### src/oed_pkg.sv
// ----------------------------------------------------------------------------
// oed_pkg
// Shared types and constants for the octal escape decoder.
// ----------------------------------------------------------------------------
package oed_pkg;

  localparam int LENGTH_BITS = 16;

  localparam logic [7:0] ESC_CHAR  = 8'h5C;
  localparam logic [7:0] DIGIT_LO  = 8'h30;
  localparam logic [7:0] DIGIT_HI  = 8'h37;
  localparam logic [8:0] MAX_OCTAL = 9'o377;

  localparam logic [LENGTH_BITS-1:0] COUNT_MAX = {LENGTH_BITS{1'b1}};
  localparam logic [LENGTH_BITS-1:0] COUNT_ONE = {{(LENGTH_BITS-1){1'b0}}, 1'b1};

  localparam logic [1:0] ERR_NONE     = 2'd0;
  localparam logic [1:0] ERR_ESCAPE   = 2'd1;
  localparam logic [1:0] ERR_CAPACITY = 2'd2;

  typedef enum logic [1:0] {
    CLS_ESC,
    CLS_DIGIT,
    CLS_OTHER
  } char_class_t;

  typedef struct packed {
    logic [7:0] in_char;
    logic       last;
  } oed_in_t;

  typedef struct packed {
    logic [7:0]  data_byte;
    logic        byte_valid;
    logic        end_of_record;
    logic [1:0]  status;
    logic [15:0] decoded_length;
  } oed_out_t;

  // Classified character as it travels from the front to the back.
  typedef struct packed {
    char_class_t cls;
    logic [7:0]  in_char;
    logic        last;
  } oed_token_t;

endpackage

### src/oed_front.sv
// ----------------------------------------------------------------------------
// oed_front
// Classifies each incoming character as backslash, octal digit or other.
// ----------------------------------------------------------------------------
module oed_front (
  input  oed_pkg::oed_in_t    item,
  output oed_pkg::oed_token_t token
);

  always_comb begin
    token.in_char = item.in_char;
    token.last    = item.last;
    if (item.in_char == oed_pkg::ESC_CHAR) begin
      token.cls = oed_pkg::CLS_ESC;
    end else if (item.in_char >= oed_pkg::DIGIT_LO && item.in_char <= oed_pkg::DIGIT_HI) begin
      token.cls = oed_pkg::CLS_DIGIT;
    end else begin
      token.cls = oed_pkg::CLS_OTHER;
    end
  end

endmodule

### src/oed_queue.sv
// ----------------------------------------------------------------------------
// oed_queue
// Two-entry token queue between the classifier and the decoder.
// ----------------------------------------------------------------------------
module oed_queue (
  input  logic                clk,
  input  logic                rst,
  input  logic                wr_en,
  input  oed_pkg::oed_token_t wr_token,
  output logic                full,
  input  logic                rd_en,
  output logic                rd_valid,
  output oed_pkg::oed_token_t rd_token
);

  oed_pkg::oed_token_t slots [2];
  logic                wr_ptr;
  logic                rd_ptr;
  logic [1:0]          count;
  logic                do_wr;
  logic                do_rd;

  assign do_wr    = wr_en && (count != 2'd2);
  assign do_rd    = rd_en && (count != 2'd0);
  assign full     = (count == 2'd2);
  assign rd_valid = (count != 2'd0);
  assign rd_token = slots[rd_ptr];

  always_ff @(posedge clk) begin
    if (do_wr) begin
      slots[wr_ptr] <= wr_token;
    end
  end

  always_ff @(posedge clk) begin
    if (rst) begin
      wr_ptr <= 1'b0;
      rd_ptr <= 1'b0;
      count  <= 2'd0;
    end else begin
      if (do_wr) begin
        wr_ptr <= ~wr_ptr;
      end
      if (do_rd) begin
        rd_ptr <= ~rd_ptr;
      end
      if (do_wr && !do_rd) begin
        count <= count + 2'd1;
      end else if (do_rd && !do_wr) begin
        count <= count - 2'd1;
      end
    end
  end

endmodule

### src/oed_back.sv
// ----------------------------------------------------------------------------
// oed_back
// Escape decoder state, byte counter, capacity check and result register.
// ----------------------------------------------------------------------------
module oed_back (
  input  logic                clk,
  input  logic                rst,
  input  logic                cfg_we,
  input  logic [15:0]         cfg_data,
  input  logic                tok_valid,
  input  oed_pkg::oed_token_t tok,
  output logic                tok_take,
  output logic                res_valid,
  output oed_pkg::oed_out_t   res,
  input  logic                res_pop
);

  logic [15:0]                      out_capacity;
  logic [1:0]                       escape_phase;
  logic [1:0]                       escape_phase_next;
  logic [8:0]                       octal_value;
  logic [8:0]                       octal_value_next;
  logic [1:0]                       error_code;
  logic [1:0]                       error_code_next;
  logic [oed_pkg::LENGTH_BITS-1:0]  byte_count;
  logic [oed_pkg::LENGTH_BITS-1:0]  byte_count_next;
  logic                             have;
  logic [7:0]                       byte_val;
  logic                             emit;
  logic [31:0]                      count_wide;
  logic [15:0]                      len;
  oed_pkg::oed_out_t                res_next;

  // A token is consumed whenever the result register is free or draining.
  assign tok_take = tok_valid && (!res_valid || res_pop);

  always_comb begin
    escape_phase_next = escape_phase;
    octal_value_next  = octal_value;
    error_code_next   = error_code;
    byte_count_next   = byte_count;
    have              = 1'b0;
    byte_val          = 8'd0;

    if (error_code != oed_pkg::ERR_ESCAPE) begin
      if (escape_phase == 2'd0) begin
        if (tok.cls == oed_pkg::CLS_ESC) begin
          escape_phase_next = 2'd1;
          octal_value_next  = 9'd0;
        end else begin
          have     = 1'b1;
          byte_val = tok.in_char;
        end
      end else if (tok.cls != oed_pkg::CLS_DIGIT) begin
        error_code_next   = oed_pkg::ERR_ESCAPE;
        escape_phase_next = 2'd0;
      end else begin
        octal_value_next = {octal_value[5:0], tok.in_char[2:0]};
        if (escape_phase == 2'd3) begin
          escape_phase_next = 2'd0;
          if (octal_value_next > oed_pkg::MAX_OCTAL) begin
            error_code_next = oed_pkg::ERR_ESCAPE;
          end else begin
            have     = 1'b1;
            byte_val = octal_value_next[7:0];
          end
        end else begin
          escape_phase_next = escape_phase + 2'd1;
        end
      end

      if (have) begin
        if (byte_count == oed_pkg::COUNT_MAX) begin
          error_code_next = oed_pkg::ERR_CAPACITY;
        end else begin
          byte_count_next = byte_count + oed_pkg::COUNT_ONE;
          if (32'(byte_count_next) > 32'(out_capacity)) begin
            error_code_next = oed_pkg::ERR_CAPACITY;
          end
        end
        if (error_code_next != oed_pkg::ERR_NONE) begin
          have = 1'b0;
        end
      end

      if (tok.last && escape_phase_next != 2'd0) begin
        error_code_next = oed_pkg::ERR_ESCAPE;
      end
    end

    emit       = tok.last || have;
    count_wide = 32'(byte_count_next);
    len        = (count_wide > 32'hFFFF) ? 16'hFFFF : count_wide[15:0];

    res_next.data_byte      = have ? byte_val : 8'd0;
    res_next.byte_valid     = have;
    res_next.end_of_record  = tok.last;
    res_next.status         = tok.last ? error_code_next : oed_pkg::ERR_NONE;
    res_next.decoded_length = len;
  end

  always_ff @(posedge clk) begin
    if (rst) begin
      out_capacity <= 16'hFFFF;
    end else if (cfg_we) begin
      out_capacity <= cfg_data;
    end
  end

  always_ff @(posedge clk) begin
    if (rst) begin
      escape_phase <= 2'd0;
      octal_value  <= 9'd0;
      error_code   <= oed_pkg::ERR_NONE;
      byte_count   <= '0;
    end else if (tok_take) begin
      if (tok.last) begin
        escape_phase <= 2'd0;
        octal_value  <= 9'd0;
        error_code   <= oed_pkg::ERR_NONE;
        byte_count   <= '0;
      end else begin
        escape_phase <= escape_phase_next;
        octal_value  <= octal_value_next;
        error_code   <= error_code_next;
        byte_count   <= byte_count_next;
      end
    end
  end

  always_ff @(posedge clk) begin
    if (rst) begin
      res_valid <= 1'b0;
    end else if (tok_take) begin
      res_valid <= emit;
    end else if (res_pop) begin
      res_valid <= 1'b0;
    end
  end

  always_ff @(posedge clk) begin
    if (tok_take && emit) begin
      res <= res_next;
    end
  end

endmodule

### src/octal_escape_decoder_core.sv
// A pushed character is held in the token queue, then decoded into the result register.
// Throughput: one character per cycle, sustained while results are popped.
// A two-entry token queue separates intake from decoding, and a one-entry
// result register separates decoding from the consumer.
// Reset (rst, synchronous) empties both queues, clears the record state and
// sets out_capacity to 65535.
// ----------------------------------------------------------------------------
// octal_escape_decoder_core
// Streams decoded bytes of backslash-octal escaped records with status.
// ----------------------------------------------------------------------------
module octal_escape_decoder_core (
  input  logic              clk,
  input  logic              rst,
  input  logic              push,
  output logic              full,
  input  oed_pkg::oed_in_t  in_item,
  output logic              empty,
  input  logic              pop,
  output oed_pkg::oed_out_t out_item,
  input  logic              cfg_we,
  input  logic [15:0]       cfg_data
);

  oed_pkg::oed_token_t front_token;
  oed_pkg::oed_token_t head_token;
  logic                head_valid;
  logic                head_take;
  logic                res_valid;

  oed_front u_front (
    .item  (in_item),
    .token (front_token)
  );

  oed_queue u_queue (
    .clk      (clk),
    .rst      (rst),
    .wr_en    (push),
    .wr_token (front_token),
    .full     (full),
    .rd_en    (head_take),
    .rd_valid (head_valid),
    .rd_token (head_token)
  );

  oed_back u_back (
    .clk       (clk),
    .rst       (rst),
    .cfg_we    (cfg_we),
    .cfg_data  (cfg_data),
    .tok_valid (head_valid),
    .tok       (head_token),
    .tok_take  (head_take),
    .res_valid (res_valid),
    .res       (out_item),
    .res_pop   (pop)
  );

  assign empty = !res_valid;

endmodule
### config.mk
export PLATFORM = sky130hd
export DESIGN_NAME = octal_escape_decoder_core
export DESIGN_NICKNAME = d
export VERILOG_FILES = /design/src/oed_pkg.sv /design/src/oed_front.sv /design/src/oed_queue.sv /design/src/oed_back.sv /design/src/octal_escape_decoder_core.sv
export SDC_FILE = /design/constraint.sdc
export NUM_CORES = 1
export LEC_CHECK = 0
export BUFFER_PORTS_ARGS = -buffer_cell sky130_fd_sc_hd__buf_2
export CAP_MARGIN = 5
export CORE_ASPECT_RATIO = 1.25
export CORE_MARGIN = 1.5
export CORE_UTILIZATION = 50
export CTS_CLUSTER_DIAMETER = 150
export CTS_CLUSTER_SIZE = 10
export DETAILED_ROUTE_END_ITERATION = 8
export GPL_TIMING_DRIVEN = 0
export PLACE_DENSITY_LB_ADDON = 0.08
export SLEW_MARGIN = 20
export SYNTH_ARGS = -nofsm -noshare
export SYNTH_HDL_FRONTEND = slang
export SYNTH_HIERARCHICAL = 1
export SYNTH_SLANG_ARGS = --single-unit
### constraint.sdc
create_clock -name clk -period 4.5 [get_ports clk]
set_input_delay 0.9 -clock clk [delete_from_list [all_inputs] [get_ports clk]]
set_output_delay 0.9 -clock clk [all_outputs]
set_load 0.1 [all_outputs]
# ---- Word level (Yosys, flattened, before mapping)
# Memory sizes are Yosys's and may differ from the RTL's. A register that Yosys moved wholly into a read port is not among the register bits.
# Cells that the tools add are included.
dict set report totals {
  ramBits 22
  ff_bits 75
  input_bits 30
  mem_count 1
  wordCells 110
}
# name depth width read_ports rd_ports_with_merged_regs write_ports line
set memory_table {}
lappend memory_table {u_queue.slots 2 11 1 1 1 oed_queue.sv:16} ;# oed_pkg::oed_token_t slots [2];
dict set report op_classes {
  n_addsub 4
  muxes 52
  n_lt_le_gt_ge 4
  bitwise 2
  reduce_logical 24
  n_eq_ne 9
}
# operator n
set ops {}
lappend ops {{$mux W16} 4}
lappend ops {{$mux W2} 23}
lappend ops {{$mux W8} 5}
lappend ops {{$mux W6} 5}
lappend ops {{$add A16 B1 Y16 const B} 1}
lappend ops {{$eq A16 B16 Y1 const B} 1}
lappend ops {{$gt A16 B16 Y1} 1}
lappend ops {{$mux W1} 15}
lappend ops {{$reduce_bool A2 Y1} 6}
lappend ops {{$gt A9 B8 Y1 const B} 1}
lappend ops {{$eq A8 B7 Y1 const B} 1}
lappend ops {{$ge A8 B6 Y1 const B} 1}
lappend ops {{$le A8 B6 Y1 const B} 1}
lappend ops {{$logic_and A1 B1 Y1} 8}
lappend ops {{$add A2 B1 Y2 const B} 2}
lappend ops {{$eq A2 B2 Y1 const B} 2}
lappend ops {{$logic_not A2 Y1} 2}
lappend ops {{$ne A2 B1 Y1 const B} 2}
lappend ops {{$reduce_and A2 Y1} 2}
lappend ops {{$reduce_and A4 Y1} 1}
lappend ops {{$logic_not A1 Y1} 3}
lappend ops {{$ne A3 B1 Y1 const B} 1}
lappend ops {{$ne A3 B2 Y1 const B} 1}
lappend ops {{$logic_or A1 B1 Y1} 2}
lappend ops {{other kinds (3)} 4}

# ---- Longest topological paths before layout
# Gate-level depths: netlist of the first run.
dict set report depth {
  depth_word 15
  mapped_depth 14
  depth_no_buf 13
}

# ---- By module
# The synthesis of the first run kept the hierarchy.
# mod area_per_inst_um2 instances cells_per_inst
set by_module_without_submodules {}
lappend by_module_without_submodules {oed_back 3761.1 1 409}
lappend by_module_without_submodules {oed_queue 1009.7 1 59}
lappend by_module_without_submodules {oed_front 117.6 1 14}
lappend by_module_without_submodules {octal_escape_decoder_core 3.8 1 1}

# ---- Worst setup path after synthesis of the first run
# No wires, ideal clock.
dict set report synth_path {
  path_kind {register to register}
  start {register u_back/byte_count[2] (netlist bit)}
  end {register u_back/res[0] (netlist bit), enable pin}
  synth_period_minus_slack_ns 4.939
  setup_ns 0.422
  path_stages_with_launch 14
  arrival_time_ns 4.516
  path_buffers 1
  setup_slack_ns -0.439
  cell_sequence {dfxtp_1 > buf_2 > and3_4 > nand3_1 > nor3_1 > nand3_1 > xnor2_1 > ha_1 > nand4_1 > nor4_1 > a21boi_0 > o41ai_1 > nand3_1 > a21oi_1}
}
dict set report synth_between {
  elab_chain_len 12
}
# element line
set synth_lines {}
lappend synth_lines {{from (decl)} oed_back.sv:25} ;# logic [oed_pkg::LENGTH_BITS-1:0] byte_count;
lappend synth_lines {{from (signal assigned)} oed_back.sv:126} ;# byte_count <= byte_count_next;
lappend synth_lines {{$add A16 B1 Y16} oed_back.sv:76} ;# byte_count_next = byte_count + oed_pkg::COUNT_ONE;
lappend synth_lines {{$gt A16 B16 Y1} oed_back.sv:77} ;# if (32'(byte_count_next) > 32'(out_capacity)) begin
lappend synth_lines {{$mux W2} oed_back.sv:77}
lappend synth_lines {{$mux W2 (*)} oed_back.sv:73} ;# if (byte_count == oed_pkg::COUNT_MAX) begin
lappend synth_lines {{$mux W2 (*)} oed_back.sv:72} ;# if (have) begin
lappend synth_lines {{$mux W2 (*)} oed_back.sv:45} ;# if (error_code != oed_pkg::ERR_ESCAPE) begin
lappend synth_lines {{$reduce_bool A2 Y1 (*)} oed_back.sv:81} ;# if (error_code_next != oed_pkg::ERR_NONE) begin
lappend synth_lines {{$mux W1 (*)} oed_back.sv:81}
lappend synth_lines {{$mux W1 (*)} oed_back.sv:72}
lappend synth_lines {{$mux W1 (*)} oed_back.sv:45}
lappend synth_lines {{$logic_or A1 B1 Y1 (*)} oed_back.sv:91} ;# emit = tok.last || have;
lappend synth_lines {{$logic_and A1 B1 Y1 (*)} oed_back.sv:142} ;# if (tok_take && emit) begin
lappend synth_lines {{to (signal assigned)} oed_back.sv:143} ;# res <= res_next;
lappend synth_lines {{to (decl)} oed_back.sv:14} ;# output oed_pkg::oed_out_t res,
# Every way passes the cells marked *; elsewhere a longest branch is shown, timed or not. The select of a mux whose other input is x is not followed.
# A chain may end at the register's enable or synchronous reset.

# ---- Worst setup path after layout of the first run
dict set report layout_path {
  start {register u_back/byte_count[5] (netlist bit)}
  end {register u_back/res[5] (netlist bit), enable pin}
}
# The elaborated chain is that of the path after synthesis.

==> results of run 1 <==
[per-stage QoR]
step	hold slack [ps]	utilization	total power [mW]
floorplan	446	-	2.53
global placement	457	0.559	2.79
detailed placement	465	0.563	2.83
CTS	476	0.598	3.61
global route	501	0.599	3.74
finish	476	0.599	3.59
[area by class of cell]
cell class                 count  area (um2)
fill                         841        3840
multi-input combinational    323        2190
clock buffer                   9         225
sequential                    98        2460
clock inverter                 7        67.6
inverter                      28         105
timing repair buffer          61         345
buffer                        34         174
tap                          126         158
[where the power goes]
part,internal (mW),switching [mW],leakage (nW),total [mW]
Clock,0.428,0.323,0.137,0.752
Sequential,1.16,0.0551,0.862,1.22
Combinational,0.321,1.30,1.35,1.62
Total,1.91,1.68,2.35,3.59
[worst paths after layout]
check	endpoint	cells past startpoint
setup reg to reg	u_back/res[5]$_DFFE_PP_	13
hold / removal	u_back/octal_value[3]$_SDFFE_PP0P_	2
setup / recovery	u_back/res[5]$_DFFE_PP_	13
hold reg to reg	u_back/octal_value[3]$_SDFFE_PP0P_	2
[repair_timing]
| action | 4_1_cts | 5_1_grt |
|---|---|---|
| pin swaps | 1 | 0 |
| hold buffers | 0 | 0 |
| setup endpoints to repair | 28 | 28 |
| buffers inserted | 2 | 0 |
| gates resized for setup | 2 | 2 |
[logic make-up after synthesis]
family / Yosys count / synth area share
XOR/XNOR: 27 / 0.0483
multiplexers: 13 / 0.0294
adder cells (fa/ha/maj): 20 / 0.0512
AO/OA/AOI/OAI: 111 / 0.146
AND/OR/NAND/NOR: 152 / 0.165
buffers and inverters: 62 / 0.0570
flip-flops: 98 / 0.503
[placed cells by master, fill, tap and decap left out, drive strengths merged, types with 5 or more instances in the layout]
cell	Yosys	final
a21oi	38	38
a22oi	6	6
and2	10	10
buf	17	78
clkbuf	17	26
dfxtp	48	48
edfxtp	50	50
ha	20	20
inv	27	28
mux2	11	11
nand2	39	39
nand2b	8	8
nand3	14	14
nand4	7	7
nor2	33	33
nor2b	5	5
nor3	12	12
nor4	7	7
o211ai	16	16
o21ai	20	20
or3	7	7
xnor2	14	14
xor2	13	13
[critical path, stage by stage, from the launching register on]
cell	delay, ps
dfxtp_1	310
clkbuf_1	350
nand3_1	200
nor3_2	380
nand3_1	270
xnor2_1	190
ha_1	300
nand4_1	180
nor4_1	110
a21boi_0	150
o41ai_2	590
nand3_2	300
a21oi_4	310
buf_16	190
[per-layer routing]
metal | vias to the layer above | wire, um | global-route usage
met5 | - | 0 | 0
met4 | 0 | 234 | 0.0948
met3 | 20 | 364 | 0.0413
met2 | 78 | 5810 | 0.412
met1 | 1798 | 4090 | 0.224
li1 | 1882 | - | -
[registers in the layout, summed over array words and instances, names as in the netlist, 2 cells and up, named ones only]
| name | flops |
|---|---|
| u_back/res | 28 |
| u_queue/slots | 22 |
| u_back/byte_count | 16 |
| u_back/out_capacity | 16 |
| u_back/octal_value | 6 |
| u_back/error_code | 2 |
| u_back/escape_phase | 2 |
| u_queue/count | 2 |
==> flow_metrics.py, run 1 <==
metrics = {
    "timing": {
        "rsz0062_at_grt": "no",
        "setup_viol": 0,
        "tightest_slew_ps": 959,
        "worst_slack_ps": 359,
        "final.setup_skew_ps": 8.29,
        "fmax_ghz": 0.242,
        "drv_slew": 0,
        "fin_crit_ps": 4140,
        "timing.final.crit_share": 0.920,
        "hold_viol_final": 0,
        "fin_setup_tns_ps": 0,
        "max-slew-margin-rel": 0.354,
    },
    "routing": {
        "first_pass_iters": 4,
        "dr.first_iter.drc_count": 191,
        "wl_per_cell_um": 15.3,
        "ant_nets": 0,
        "drc": 0,
        "vias": 3778,
        "routed_wl_mm": 10.5,
        "vias_per_cell": 5.51,
    },
    "place": {
        "gp_congestion": 0.887,
        "io_buffers": 58,
        "dp_cells": 668,
        "pre_cts_ws_ps": -470,
        "hpwl_mm": 8.10,
        "placed_area_um2": 5380,
    },
    "hold_path": {
        "worstHoldStart": "u_back/octal_value[3]$_SDFFE_PP0P_",
        "worst_hold_path_type": "reg -> reg",
    },
    "layout": {
        "area_growth_syn_to_layout_pct": 17.0,
        "drive_above_1_share": 0.220,
        "fin_nets": 605,
        "fin_cells": 686,
        "final_area_um2": 5720,
        "antenna_cells": 0,
    },
    "setup_path": {
        "worstPathMaxFanout": 18,
        "crit_type": "reg -> reg",
        "r2r_start": "u_back/byte_count[5]$_SDFFE_PP0P_",
        "cp-startpoint": "u_back/byte_count[5]$_SDFFE_PP0P_",
        "crit_path_end_kind": "flip-flop",
        "crit_path_start_kind": "flip-flop",
        "reg2reg_slack_ps": 360,
        "cp.arrival_ps": 4190,
        "required_ps": 4550,
    },
    "yosys": {
        "ys_seq_elements": 98,
        "synth_most_common_cell": "edfxtp_1",
        "ys_seq_area_frac": 0.503,
        "ys_top_cells_by_count": "edfxtp_1, dfxtp_1, nand2_1, a21oi_1, nor2_1",
        "synth_cell_type_count": 56,
        "synthCells": 483,
        "syn-num-nets": 533,
        "synth_area_per_cell_um2": 10.1,
        "synth_top_area_frac": 0.307,
        "synth_flop_cell": "edfxtp_1",
        "synth_edf_count": 50,
        "ys_async_sr_fraction": 0,
        "ys_warn_count": 6,
        "synth_area_um2": 4890,
        "yosys-top-cells-area": "edfxtp_1, dfxtp_1, ha_1",
        "synth_top_area_cell": "edfxtp_1",
    },
    "cts": {
        "cts_buffers": 9,
        "root_buffer": "clkbuf_16",
        "clkLatencyLatePin_ps": 340,
        "numClockSinks": 98,
        "clk_path_buf_depth": 2,
        "clkTransAtPathRegs_ps": 70,
        "cts_tree": "done",
        "ctsHtreeMaxLevel": 3,
    },
    "power_and_ir_drop": {
        "power.leakage_nw": 2.35,
        "vdd_drop_max_v": 0.000341,
        "p_per_area_nw_per_um2": 628,
    },
    "floorplanning": {
        "start_util": 0.512,
        "ioPinCount": 60,
        "die_area_um2": 10400,
        "row_count": 40,
        "fp.dieH_um": 114,
        "fp.dieW_um": 91.5,
        "placeableCoreArea_um2": 9560,
    },
    "grt": {
        "grt_max_degree": 19,
        "track_usage": 0.215,
        "globalRouteOverflowTotal": 0,
        "grt_antenna_before_repair": 0,
        "first_global_vias": 3822,
        "grt_pass1_wl_mm": 17.5,
    },
    "run_status": {
        "status": "finished clean",
    },
    "flow_run": {
        "drv_cap": 0,
    },
}
(Power assumes the default switching activity.)
==> run 2, diff against run 1 <==
==> constraint.sdc (replaced) <==
create_clock -name clk -period 4.5 [get_ports clk]
set_input_delay 0 -clock clk [delete_from_list [all_inputs] [get_ports clk]]
set_output_delay 0 -clock clk [all_outputs]
set_load 0.1 [all_outputs]
==> run 2 against run 1 <==
Net effect: clock power about the same; critical endpoint is now u_back/res[11]$_DFFE_PP_; largest cell class unchanged; critical path type unchanged; via count up 3.0%; setup slack worse by 45 ps.
==> flow_metrics.py, run 2 (synthesis gave the netlist of run 1 again) <==
metrics = {
    "run_status": {
        "status": "finished clean",
    },
    "cts": {
        "root_buffer": "clkbuf_16",
        "clk_path_buf_depth": 2,
        "cts_buffers": 9,
        "clkTransAtPathRegs_ps": 60,
        "ctsHtreeMaxLevel": 3,
        "clkLatencyLatePin_ps": 340,
        "cts_tree": "done",
        "numClockSinks": 98,
    },
    "grt": {
        "grt_max_degree": 19,
        "track_usage": 0.221,
        "grt_antenna_before_repair": 0,
        "grt_pass1_wl_mm": 18.0,
        "globalRouteOverflowTotal": 0,
        "first_global_vias": 3942,
    },
    "routing": {
        "drc": 0,
        "first_pass_iters": 4,
        "wl_per_cell_um": 15.2,
        "wl_met3_um": 382,
        "vias": 3890,
        "ant_nets": 0,
        "dr.first_iter.drc_count": 207,
        "met2WireLength_mm": 5.99,
        "wl_met1_mm": 4.22,
        "vias_per_cell": 5.46,
        "routed_wl_mm": 10.9,
        "highest_layer": "met4",
    },
    "setup_path": {
        "worstPathMaxFanout": 18,
        "crit_path_end_kind": "flip-flop",
        "path_cells": "buf_2, and3_4, nand3_1, nor3_2, nand3_1, xnor2_1, ha_1, nand4_1, nor4_1, a21boi_0, o41ai_2, nand3_2, a21oi_4, buf_16",
        "cpMostUsedCell": "nand3_1",
        "crit_buf_inv": 2,
        "crit_type": "reg -> reg",
        "cpMaxStageDelayCell": "o41ai_2",
        "crit_path_start_kind": "flip-flop",
        "path_delay_family": "simple AND/OR/NAND/NOR gates",
        "required_ps": 4550,
        "slowest_delay_ps": 620,
        "crit_cells": 14,
        "cp.arrival_ps": 4240,
        "worstRegToRegCells": 14,
    },
    "hold_path": {
        "worst_hold_path_type": "in -> reg",
        "hold-path-cell-count": 4,
    },
    "layout": {
        "reg_top3": "u_back/res (28), u_queue/slots (22)",
        "antenna_cells": 0,
        "post-route-util": 0.627,
        "seq_area_um2": 2460,
        "drive_above_1_share": 0.210,
        "layout_commonest_cell": "buf_2",
        "area_growth_syn_to_layout_pct": 22.5,
        "fill_cells": 805,
        "multi_input_area_um2": 2190,
        "layout_common_cells": "buf_2, edfxtp_1, dfxtp_1",
        "largest_reg_flops": 28,
        "regMostFlops": "u_back/res",
        "fin_nets": 632,
    },
    "timing": {
        "setup_viol": 0,
        "fin_crit_ps": 4190,
        "hold_viol_final": 0,
        "rsz0062_at_grt": "no",
        "max-slew-margin-rel": 0.355,
        "fmax_ghz": 0.239,
        "drv_slew": 0,
        "fin_setup_tns_ps": 0,
        "tightest_slew_ps": 958,
        "timing.final.crit_share": 0.930,
        "final.setup_skew_ps": 8.32,
    },
    "place": {
        "hpwl_mm": 8.10,
        "io_buffers": 58,
        "gp_congestion": 0.887,
    },
    "floorplanning": {
        "row_count": 40,
        "die_area_um2": 10400,
        "ioPinCount": 60,
        "start_util": 0.512,
        "fp.dieH_um": 114,
        "fp.dieW_um": 91.5,
        "placeableCoreArea_um2": 9560,
    },
    "power_and_ir_drop": {
        "power.leakage_nw": 2.47,
        "vdd_drop_max_v": 0.000349,
        "p_per_area_nw_per_um2": 603,
    },
    "flow_run": {
        "drv_cap": 0,
    },
}
## run 2: power by group
part / switching, mW / internal, mW / total [mW]
clock network: 0.323 / 0.428 / 0.752
logic: 1.31 / 0.337 / 1.64
registers: 0.0552 / 1.16 / 1.22
total: 1.68 / 1.93 / 3.61
## run 2: tightest hold or removal path, cell delays in order
cell     delay, ps
buf_2           70
inv_1           40
o21ai_0        150
a21oi_1         60
## run 2: routing by layer
| layer | GRT usage | vias up |
|---|---|---|
| met2 | 0.428 | 83 |
| met5 | 0 | - |
| met4 | 0.0948 | 0 |
| met1 | 0.228 | 1847 |
| li1 | - | 1938 |
| met3 | 0.0413 | 22 |
## run 2: through the flow
stage | total power, mW | cells | cell area (um2) | setup WS (ps) | hold slack, ps
global route | 3.76 | 713 | 5990 | 82.5 | 108
floorplan | 2.53 | 483 | 4900 | 161 | 69.1
CTS | 3.63 | 713 | 5980 | 169 | 29.2
finish | 3.61 | 713 | 5990 | 315 | 43.8
detailed placement | 2.83 | 668 | 5380 | -470 | 188
global placement | 2.79 | 667 | 5340 | -1040 | 185
## run 2: path summary, 6_finish.rpt
path                                                         start                            endpoint  slack [ps]
worst max-delay path             u_back/byte_count[2]$_SDFFE_PP0P_            u_back/res[11]$_DFFE_PP_         310
worst min-delay path                                          push         u_queue/wr_ptr$_SDFFE_PP0P_          40
worst max register to register   u_back/byte_count[2]$_SDFFE_PP0P_            u_back/res[11]$_DFFE_PP_         310
worst min register to register  u_back/octal_value[3]$_SDFFE_PP0P_  u_back/octal_value[3]$_SDFFE_PP0P_         480
## run 2: final cells by class
type,instances,share of cell area
Multi-Input combinational cell,323,0.365
Clock buffer,9,0.0376
Timing Repair Buffer,88,0.103
Sequential cell,98,0.411
Buffer,34,0.0290
Inverter,28,0.0175
Tap cell,126,0.0263
Clock inverter,7,0.0113
## run 2: timing repair
action,CTS,global route
endpoints found under the setup margin,28,28
resized for setup,2,2
buffers inserted,2,0
endpoints found under the hold margin,39,0
hold buffers,27,0
pin swaps,1,0
==> run 3, diff against run 2 <==
--- a/config.mk
+++ b/config.mk
@@ -14,7 +14,7 @@
 export CTS_CLUSTER_SIZE = 10
 export DETAILED_ROUTE_END_ITERATION = 8
 export GPL_TIMING_DRIVEN = 0
-export PLACE_DENSITY_LB_ADDON = 0.08
+export PLACE_DENSITY = 0.7
 export SLEW_MARGIN = 20
 export SYNTH_ARGS = -nofsm -noshare
 export SYNTH_HDL_FRONTEND = slang
==> run 3 against run 2 <==
Net effect: sequential cell count unchanged; final cell count down 0.14%; critical path depth down 1; final area down 0.71%; routed wire length down 2.5%; sequential power about the same; sequential share of layout area up 0.29 points; highest routed layer unchanged; setup slack better by 24 ps; clock skew about the same.
==> flow_metrics.py, run 3 (synthesis gave the netlist of run 1 again) <==
metrics = {
    "layout": {
        "multi_input_area_um2": 2180,
        "area_growth_syn_to_layout_pct": 21.6,
        "layout_common_cells": "buf_2, edfxtp_1, dfxtp_1",
        "fin_cells": 712,
        "antenna_cells": 0,
        "drive_above_1_share": 0.206,
        "layout_commonest_cell": "buf_2",
        "regMostFlops": "u_back/res",
        "final_area_um2": 5950,
        "reg_top3": "u_back/res (28), u_queue/slots (22)",
        "fill_cells": 759,
        "seq_area_um2": 2460,
        "fin_nets": 631,
        "largest_reg_flops": 28,
    },
    "floorplanning": {
        "start_util": 0.512,
        "fp.dieH_um": 114,
        "placeableCoreArea_um2": 9560,
        "die_area_um2": 10400,
        "row_count": 40,
        "fp.dieW_um": 91.5,
        "ioPinCount": 60,
    },
    "setup_path": {
        "crit_path_start_kind": "flip-flop",
        "cpMostUsedCell": "ha_1",
        "cp.arrival_ps": 4210,
        "crit_buf_inv": 1,
        "reg2reg_slack_ps": 340,
        "required_ps": 4550,
        "crit_type": "reg -> reg",
        "crit_path_end": "u_back/res[3]$_DFFE_PP_",
        "slowest_delay_ps": 570,
        "path_delay_family": "simple AND/OR/NAND/NOR gates",
        "crit_path_end_kind": "flip-flop",
        "worstPathMaxFanout": 21,
        "crit_cells": 13,
        "r2r-end": "u_back/res[3]$_DFFE_PP_",
        "cpMaxStageDelayCell": "o41ai_2",
        "r2r_start": "u_back/byte_count[0]$_SDFFE_PP0P_",
        "worstRegToRegCells": 13,
        "path_cells": "ha_1, nand3_4, nor3_2, nand3_1, xnor2_1, ha_1, nand4_1, nor4_1, a21boi_0, o41ai_2, nand3_2, a21oi_4, buf_16",
        "cp-startpoint": "u_back/byte_count[0]$_SDFFE_PP0P_",
    },
    "routing": {
        "vias_per_cell": 5.42,
        "ant_nets": 0,
        "first_pass_iters": 5,
        "dr.first_iter.drc_count": 237,
        "routed_wl_mm": 10.6,
        "drc": 0,
        "wl_per_cell_um": 14.9,
        "vias": 3860,
    },
    "timing": {
        "hold_viol_final": 0,
        "fin_crit_ps": 4160,
        "final.setup_skew_ps": 8.51,
        "max-slew-margin-rel": 0.480,
        "timing.final.crit_share": 0.925,
        "fin_setup_tns_ps": 0,
        "setup_viol": 0,
        "rsz0062_at_grt": "no",
        "hold-worst-slack_ps": 42.5,
        "drv_slew": 0,
        "fmax_ghz": 0.240,
        "tightest_slew_ps": 771,
    },
    "power_and_ir_drop": {
        "power.leakage_nw": 2.44,
        "vdd_drop_max_v": 0.000411,
        "p_per_area_nw_per_um2": 594,
    },
    "place": {
        "hpwl_mm": 7.71,
        "gp_congestion": 0.936,
        "io_buffers": 58,
        "dp_cells": 668,
        "placed_area_um2": 5380,
    },
    "flow_run": {
        "drv_cap": 0,
    },
    "cts": {
        "cts_buffers": 9,
        "clkLatencyLatePin_ps": 340,
        "ctsHtreeMaxLevel": 3,
        "clkTransAtPathRegs_ps": 60,
        "cts_tree": "done",
        "clk_path_buf_depth": 2,
        "root_buffer": "clkbuf_16",
        "numClockSinks": 98,
    },
    "grt": {
        "first_global_vias": 3873,
        "grt_antenna_before_repair": 0,
        "grt_max_degree": 22,
        "grt_pass1_wl_mm": 17.9,
        "track_usage": 0.221,
        "globalRouteOverflowTotal": 0,
    },
    "hold_path": {
        "worst_hold_path_type": "in -> reg",
    },
    "run_status": {
        "status": "finished clean",
    },
}
run 3: cell count changes in the layout (fill, tap and decap cells not counted), sizes merged:
| cell | previous run | this run |
|---|---|---|
| inv | 28 | 27 |
| clkinv | 4 | 7 |
| clkbuf | 26 | 27 |
| buf | 78 | 77 |
| bufinv | 1 | 0 |
| clkinvlp | 2 | 0 |
run 3: worst min path at each step:
stage / start / end / cells after the start
6_report: push / u_queue/wr_ptr$_SDFFE_PP0P_ / 4
5_1_grt: push / u_queue/wr_ptr$_SDFFE_PP0P_ / 4
4_1_cts: push / u_queue/wr_ptr$_SDFFE_PP0P_ / 4
3_5_place_dp: in_item[0] / u_queue/slots[1][0]$_DFFE_PP_ / 1
3_3_place_gp: in_item[0] / u_queue/slots[0][0]$_DFFE_PP_ / 1
2_1_floorplan: rst / u_queue/count[1]$_SDFFE_PP0P_ / 1
run 3: cell type report:
| class | instances | share of cell area |
|---|---|---|
| flip-flops and latches | 98 | 0.414 |
| multi-input cells | 323 | 0.366 |
| repair buffers | 87 | 0.102 |
| clock buffers | 10 | 0.0385 |
| plain buffers | 34 | 0.0292 |
| well taps | 126 | 0.0265 |
| inverters | 28 | 0.0177 |
| clock inverters | 6 | 0.00589 |
run 3: power breakdown:
part / internal (mW) / switching [mW]
clock network: 0.371 / 0.316
registers: 1.16 / 0.0575
logic: 0.331 / 1.30
total: 1.86 / 1.67
run 3: worst reg2reg max path: stages, from the launching register on:
cell and delay, ps:
dfxtp_1 440, ha_1 340, nand3_4 170, nor3_2 400
nand3_1 230, xnor2_1 220, ha_1 270, nand4_1 180
nor4_1 110, a21boi_0 150, o41ai_2 570, nand3_2 290
a21oi_4 300, buf_16 200
run 3: repair_timing:
| item | in CTS | in global routing |
|---|---|---|
| hold buffers | 27 | 0 |
| resized for setup | 2 | 1 |
| setup buffers | 1 | 0 |
| setup endpoints to repair | 28 | 28 |
| endpoints found under the hold margin | 39 | 0 |
| pin swaps | 1 | 0 |
run 3: layer usage:
metal,up-vias,GRT usage,part of all wire
li1,1936,-,-
met1,1796,0.253,0.41
met2,108,0.395,0.52
met3,20,0.0433,0.043
met4,0,0.105,0.021
met5,-,0,0
run 3: per-stage QoR:
| stage | setup WS [ps] | power, mW | utilization |
|---|---|---|---|
| floorplan | 161 | 2.53 | - |
| global placement | -952 | 2.78 | 0.559 |
| detailed placement | -391 | 2.83 | 0.563 |
| CTS | 185 | 3.55 | 0.622 |
| global route | 18.8 | 3.70 | 0.623 |
| finish | 338 | 3.54 | 0.623 |
